## config.mk

```make
export PLATFORM = sky130hd
export DESIGN_NAME = m4di_fmul
export DESIGN_NICKNAME = d
export VERILOG_FILES = /design/src/rtl/m4di_pkg.sv /design/src/rtl/m4di_fmul.sv
export SDC_FILE = /design/constraint.sdc
export NUM_CORES = 2
export LEC_CHECK = 0
export BUFFER_PORTS_ARGS = -buffer_cell sky130_fd_sc_hd__buf_2
export CAP_MARGIN = 30
export CELL_PAD_IN_SITES_DETAIL_PLACEMENT = 0
export CELL_PAD_IN_SITES_GLOBAL_PLACEMENT = 1
export CORE_UTILIZATION = 35
export DETAILED_ROUTE_END_ITERATION = 8
export PLACE_DENSITY = 0.72
export SKIP_CTS_REPAIR_TIMING = 1
export SLEW_MARGIN = 20
export SYNTH_ARGS = -nofsm -noshare
export SYNTH_HDL_FRONTEND = slang
export SYNTH_SLANG_ARGS = --single-unit
```

## constraint.sdc

```tcl
create_clock -name clk -period 16.5 [get_ports clk]
set_input_delay 1.65 -clock clk [delete_from_list [all_inputs] [get_ports clk]]
set_output_delay 1.65 -clock clk [all_outputs]
set_load 0.02 [all_outputs]
```

## src/rtl/m4di_pkg.sv

```systemverilog
`timescale 1ns / 1ps
// ----------------------------------------------------------------------------
// m4di_pkg
// Shared types and constants for the 4x4 determinant / inverse block.
// ----------------------------------------------------------------------------
package m4di_pkg;

    // Sequencer states
    typedef enum logic [3:0] {
        ST_IDLE,
        ST_DET_RD,
        ST_DET_MUL,
        ST_DET_ACC,
        ST_ZERO_CHK,
        ST_DIV,
        ST_COF_RD,
        ST_COF_MUL,
        ST_COF_ACC,
        ST_INV_MUL,
        ST_EMIT
    } state_t;

    // Determinant terms: four positions and a subtract flag
    typedef logic [16:0] det_term_t;

    function automatic det_term_t det_term(input logic [4:0] k);
        det_term_t t;
        t = '0;
        case (k)
            5'd0:  t = {4'd0, 4'd5, 4'd10, 4'd15, 1'b0};
            5'd1:  t = {4'd0, 4'd5, 4'd11, 4'd14, 1'b1};
            5'd2:  t = {4'd0, 4'd6, 4'd11, 4'd13, 1'b0};
            5'd3:  t = {4'd0, 4'd6, 4'd9,  4'd15, 1'b1};
            5'd4:  t = {4'd0, 4'd7, 4'd9,  4'd14, 1'b0};
            5'd5:  t = {4'd0, 4'd7, 4'd10, 4'd13, 1'b1};
            5'd6:  t = {4'd1, 4'd6, 4'd11, 4'd12, 1'b1};
            5'd7:  t = {4'd1, 4'd6, 4'd8,  4'd15, 1'b0};
            5'd8:  t = {4'd1, 4'd7, 4'd8,  4'd14, 1'b1};
            5'd9:  t = {4'd1, 4'd7, 4'd10, 4'd12, 1'b0};
            5'd10: t = {4'd1, 4'd4, 4'd10, 4'd15, 1'b1};
            5'd11: t = {4'd1, 4'd4, 4'd11, 4'd14, 1'b0};
            5'd12: t = {4'd2, 4'd7, 4'd8,  4'd13, 1'b0};
            5'd13: t = {4'd2, 4'd7, 4'd9,  4'd12, 1'b1};
            5'd14: t = {4'd2, 4'd4, 4'd9,  4'd15, 1'b0};
            5'd15: t = {4'd2, 4'd4, 4'd11, 4'd13, 1'b1};
            5'd16: t = {4'd2, 4'd5, 4'd11, 4'd12, 1'b0};
            5'd17: t = {4'd2, 4'd5, 4'd8,  4'd15, 1'b1};
            5'd18: t = {4'd3, 4'd4, 4'd9,  4'd14, 1'b1};
            5'd19: t = {4'd3, 4'd4, 4'd10, 4'd13, 1'b0};
            5'd20: t = {4'd3, 4'd5, 4'd10, 4'd12, 1'b1};
            5'd21: t = {4'd3, 4'd5, 4'd8,  4'd14, 1'b0};
            5'd22: t = {4'd3, 4'd6, 4'd8,  4'd13, 1'b1};
            5'd23: t = {4'd3, 4'd6, 4'd9,  4'd12, 1'b0};
            default: t = '0;
        endcase
        return t;
    endfunction

    // Saturating 64-bit add
    function automatic logic signed [63:0] sat_add64(input logic signed [63:0] a,
                                                     input logic signed [63:0] b);
        logic signed [64:0] s;
        s = {a[63], a} + {b[63], b};
        if (s[64] != s[63])
            return s[64] ? {1'b1, 63'd0} : {1'b0, {63{1'b1}}};
        return s[63:0];
    endfunction

    // Saturating 64-bit subtract
    function automatic logic signed [63:0] sat_sub64(input logic signed [63:0] a,
                                                     input logic signed [63:0] b);
        logic signed [64:0] s;
        s = {a[63], a} - {b[63], b};
        if (s[64] != s[63])
            return s[64] ? {1'b1, 63'd0} : {1'b0, {63{1'b1}}};
        return s[63:0];
    endfunction

    function automatic logic [63:0] mag64(input logic signed [63:0] a);
        return a[63] ? (64'd0 - a) : a;
    endfunction

endpackage

```

## src/rtl/m4di_fmul.sv

```systemverilog
`timescale 1ns / 1ps
// ----------------------------------------------------------------------------
// m4di_fmul
// Multicycle fixed-point multiplier: 64x64 magnitude product built from
// 32x32 partial products, one per cycle, then truncating shift and
// saturation to signed 64 bits.
// ----------------------------------------------------------------------------
module m4di_fmul #(
    parameter int FRAC_BITS = 16
) (
    input  logic               clk,
    input  logic               rst_n,
    input  logic               start,
    input  logic signed [63:0] a,
    input  logic signed [63:0] b,
    output logic               done,
    output logic signed [63:0] prod
);
    import m4di_pkg::*;

    logic [63:0]  ma_reg, mb_reg;
    logic         neg_reg;
    logic [127:0] acc_reg;
    logic [2:0]   step_reg;
    logic         busy_reg;
    logic         done_reg;
    logic signed [63:0] prod_reg;

    logic [31:0]  opa, opb;
    logic [63:0]  pp;
    logic [127:0] pp_sh;
    logic [127:0] q;
    logic [127:0] acc_fin;

    // Select the partial product for this step
    always_comb
    begin
        opa   = step_reg[1] ? ma_reg[63:32] : ma_reg[31:0];
        opb   = step_reg[0] ? mb_reg[63:32] : mb_reg[31:0];
        pp    = opa * opb;
        pp_sh = {64'd0, pp} << (32 * (step_reg[1] + step_reg[0]));
        acc_fin = acc_reg + pp_sh;
        q     = acc_fin >> FRAC_BITS;
    end

    // Step through four partial products, then form the result
    always_ff @(posedge clk or negedge rst_n)
    begin
        if (!rst_n)
        begin
            busy_reg <= 1'b0;
            done_reg <= 1'b0;
            step_reg <= '0;
        end
        else
        begin
            done_reg <= 1'b0;
            if (start)
            begin
                busy_reg <= 1'b1;
                step_reg <= '0;
            end
            else if (busy_reg)
            begin
                step_reg <= step_reg + 3'd1;
                if (step_reg == 3'd3)
                begin
                    busy_reg <= 1'b0;
                    done_reg <= 1'b1;
                end
            end
        end
    end

    always_ff @(posedge clk)
    begin
        if (start)
        begin
            ma_reg  <= mag64(a);
            mb_reg  <= mag64(b);
            neg_reg <= a[63] ^ b[63];
            acc_reg <= '0;
        end
        else if (busy_reg)
        begin
            acc_reg <= acc_fin;
            if (step_reg == 3'd3)
            begin
                if (neg_reg)
                begin
                    if (q[127:64] != 0 || q[63])
                        prod_reg <= {1'b1, 63'd0};
                    else
                        prod_reg <= 64'd0 - q[63:0];
                end
                else
                begin
                    if (q[127:64] != 0 || q[63])
                        prod_reg <= {1'b0, {63{1'b1}}};
                    else
                        prod_reg <= q[63:0];
                end
            end
        end
    end

    assign done = done_reg;
    assign prod = prod_reg;

endmodule

```

==> qor.txt <==
outcome: finished, final reports clean
post-DP HPWL: 197000 um
Clock Tree Buf Depth: 3
Critical Path Fanout Max: 44
Clk Latency, worst-skew pair: 680 ps
worst r2r dst: prod[38]
Final nets: 8531
layout cells sized above 1: 9.71%
Synth cell types: 93
CP max stage delay: 730 ps
async set-reset flop share out of synthesis: 1.53%
Levels on crit path: 47
R2R Setup Slk: 520 ps
skew final: 67.0 ps
Max stage delay cell, worst path: mux2i_4
Max-Cap Viols: 0
mapped cell area: 59500 um^2
Root Buffer Master: clkbuf_16
final setup fails: 0
EDFF count, synth: 193
Max-slew headroom: 26.3%
Startpoint Class: flop
critical path capture point type: flop
initial antenna violation count: 11
register area share after synthesis: 14.3%
grt total ovfl: 0
final-report hold violation count: 0
crit path time final: 15980 ps
syn_nets: 8420
Setup TNS Final: 0 ps
FF+latch count, synth: 326
Hold WC Path Type: reg -> reg
H-tree depth: 2
routed wire length: 238000 um
crit share post-route: 96.8%
Die Y: 414 um
crit path kind: reg -> reg
DR pass1 iterations: 6
die width: 414 um
Total GRT Usage: 27.2%
DR vias/cell: 5.66
prevailing post-synth register cell: edfxtp_1
Fmax: 62.6 MHz
leading area contributor after synthesis: fa_1
top-count cell post-synth: nor2_1
Bufs and invs on worst path: 9
DR DRC count: 0
CP endpoint: prod[38]
pin count of the biggest net entering global routing: 82
Placer Congestion: 1.03
Worst EP required: 16950 ps
top area cells in the synthesized netlist: fa_1 (30%), edfxtp_1 (9.7%), ha_1 (8.3%)
Worst Path Arrival: 16420 ps
initial drt markers: 5456
synthesized instance count: 6997
CP delay by family, top: adder cells
first-pass GRT wire length: 348000 um
R2R depth: 47
synth cell count leaders: nor2_1 (1047), inv_1 (900), fa_1 (897), nand2_1 (711), ha_1 (395)
CP Launch Point: step_reg[1]
clock sink count: 326
FP Rows: 150
Crit Reg-Reg Startpoint: step_reg[1]
Final ANT Viol Nets: 0
Synth top area share: 30.2%
Die ar.: 172000 um^2
CTS tree: yes
Core ar.: 168000 um^2
RSZ-0062 raised after global routing: no
cell mode on critical path: fa_1
Largest register FFs: 128
Mean Syn Cell Area: 8.51 um^2
area grow syn2layout: 10.3%
slew at the pin with the worst max-slew slack: 1070 ps
Top-Level Pins: 196
total CTS buffers: 45
fin. max-slew vios: 0
WL/cell: 25.4 um
I/O Buffers: 195
vias: 52.9k
clk slew on worst S/H paths: 80 ps
synth warn: 0
Initial Util: 35.4%
vias in the first global route: 52.1k
==> routing by layer <==
layer | wire length (um) | vias to the layer above | track usage (%)
met1 | 102000 | 26585 | 37.9
li1 | - | 23458 | -
met5 | 29 | - | 0
met3 | 22300 | 495 | 5.61
met2 | 102000 | 2389 | 41.0
met4 | 11000 | 4 | 10.6
==> worst min path at each step <==
stage | start | endpoint | cells past startpoint
after detailed placement | acc_reg[108] | acc_reg[108] | 2
after CTS | acc_reg[108] | acc_reg[108] | 2
after floorplan | acc_reg[106] | acc_reg[106] | 2
final | acc_reg[108] | acc_reg[108] | 2
after global placement | acc_reg[108] | acc_reg[108] | 2
after global routing | acc_reg[18] | acc_reg[18] | 2
==> worst min-delay path: stages (launching register included) <==
cell and delay, ps:
dfxtp_1 310, nand2_1 60, a21oi_1 60
==> final cells by class <==
class | count | area (um^2)
antenna | 3 | 7.51
clock buffer | 58 | 1200
inverter | 903 | 3390
multi-input combinational | 5392 | 46500
fill | 16962 | 102000
sequential | 326 | 8490
tap | 2204 | 2760
timing repair buffer | 440 | 2970
clock inverter | 25 | 305
==> placed cells by master, fill, tap and decap left out, drive strengths merged, types with 46 or more instances in the layout <==
master and count:
a21o 109, a21oi 324, and2 46, buf 440, clkbuf 58, dfxtp 128
edfxtp 193, fa 897, ha 395, inv 906, mux2 69, mux2i 167
nand2 711, nand3 71, nand4 83, nor2 1047, nor3 90, nor4 86
o21ai 220, o31ai 56, or3 54, or4 58, xnor2 198, xor2 83
==> cell families after synthesis <==
| kind of cell | Yosys count | synth area share (%) |
|---|---|---|
| and+or+nand+nor | 2444 | 18.4 |
| adders and majority gates | 1292 | 38.5 |
| buffers and inverters | 1279 | 8.10 |
| AOI/OAI and AO/OA | 1139 | 12.5 |
| DFF | 326 | 14.3 |
| xor gates and xnor gates | 281 | 4.13 |
| muxes | 236 | 4.11 |
==> stage by stage <==
| step | instance area [um^2] | setup slack, ps | hold slack [ps] | utilization (%) | cells |
|---|---|---|---|---|---|
| global placement | 63900 | 289 | 456 | 38.0 | 9249 |
| global route | 65700 | 65.7 | 498 | 39.1 | 9349 |
| detailed placement | 64000 | 165 | 466 | 38.1 | 9255 |
| finish | 65700 | 524 | 476 | 39.1 | 9351 |
| CTS | 65500 | 84.0 | 475 | 39.0 | 9338 |
| floorplan | 59500 | 3070 | 450 | - | 6997 |
Power is not shown: default switching activity piles up to over one toggle a cycle in this logic, so the estimate is an artifact.
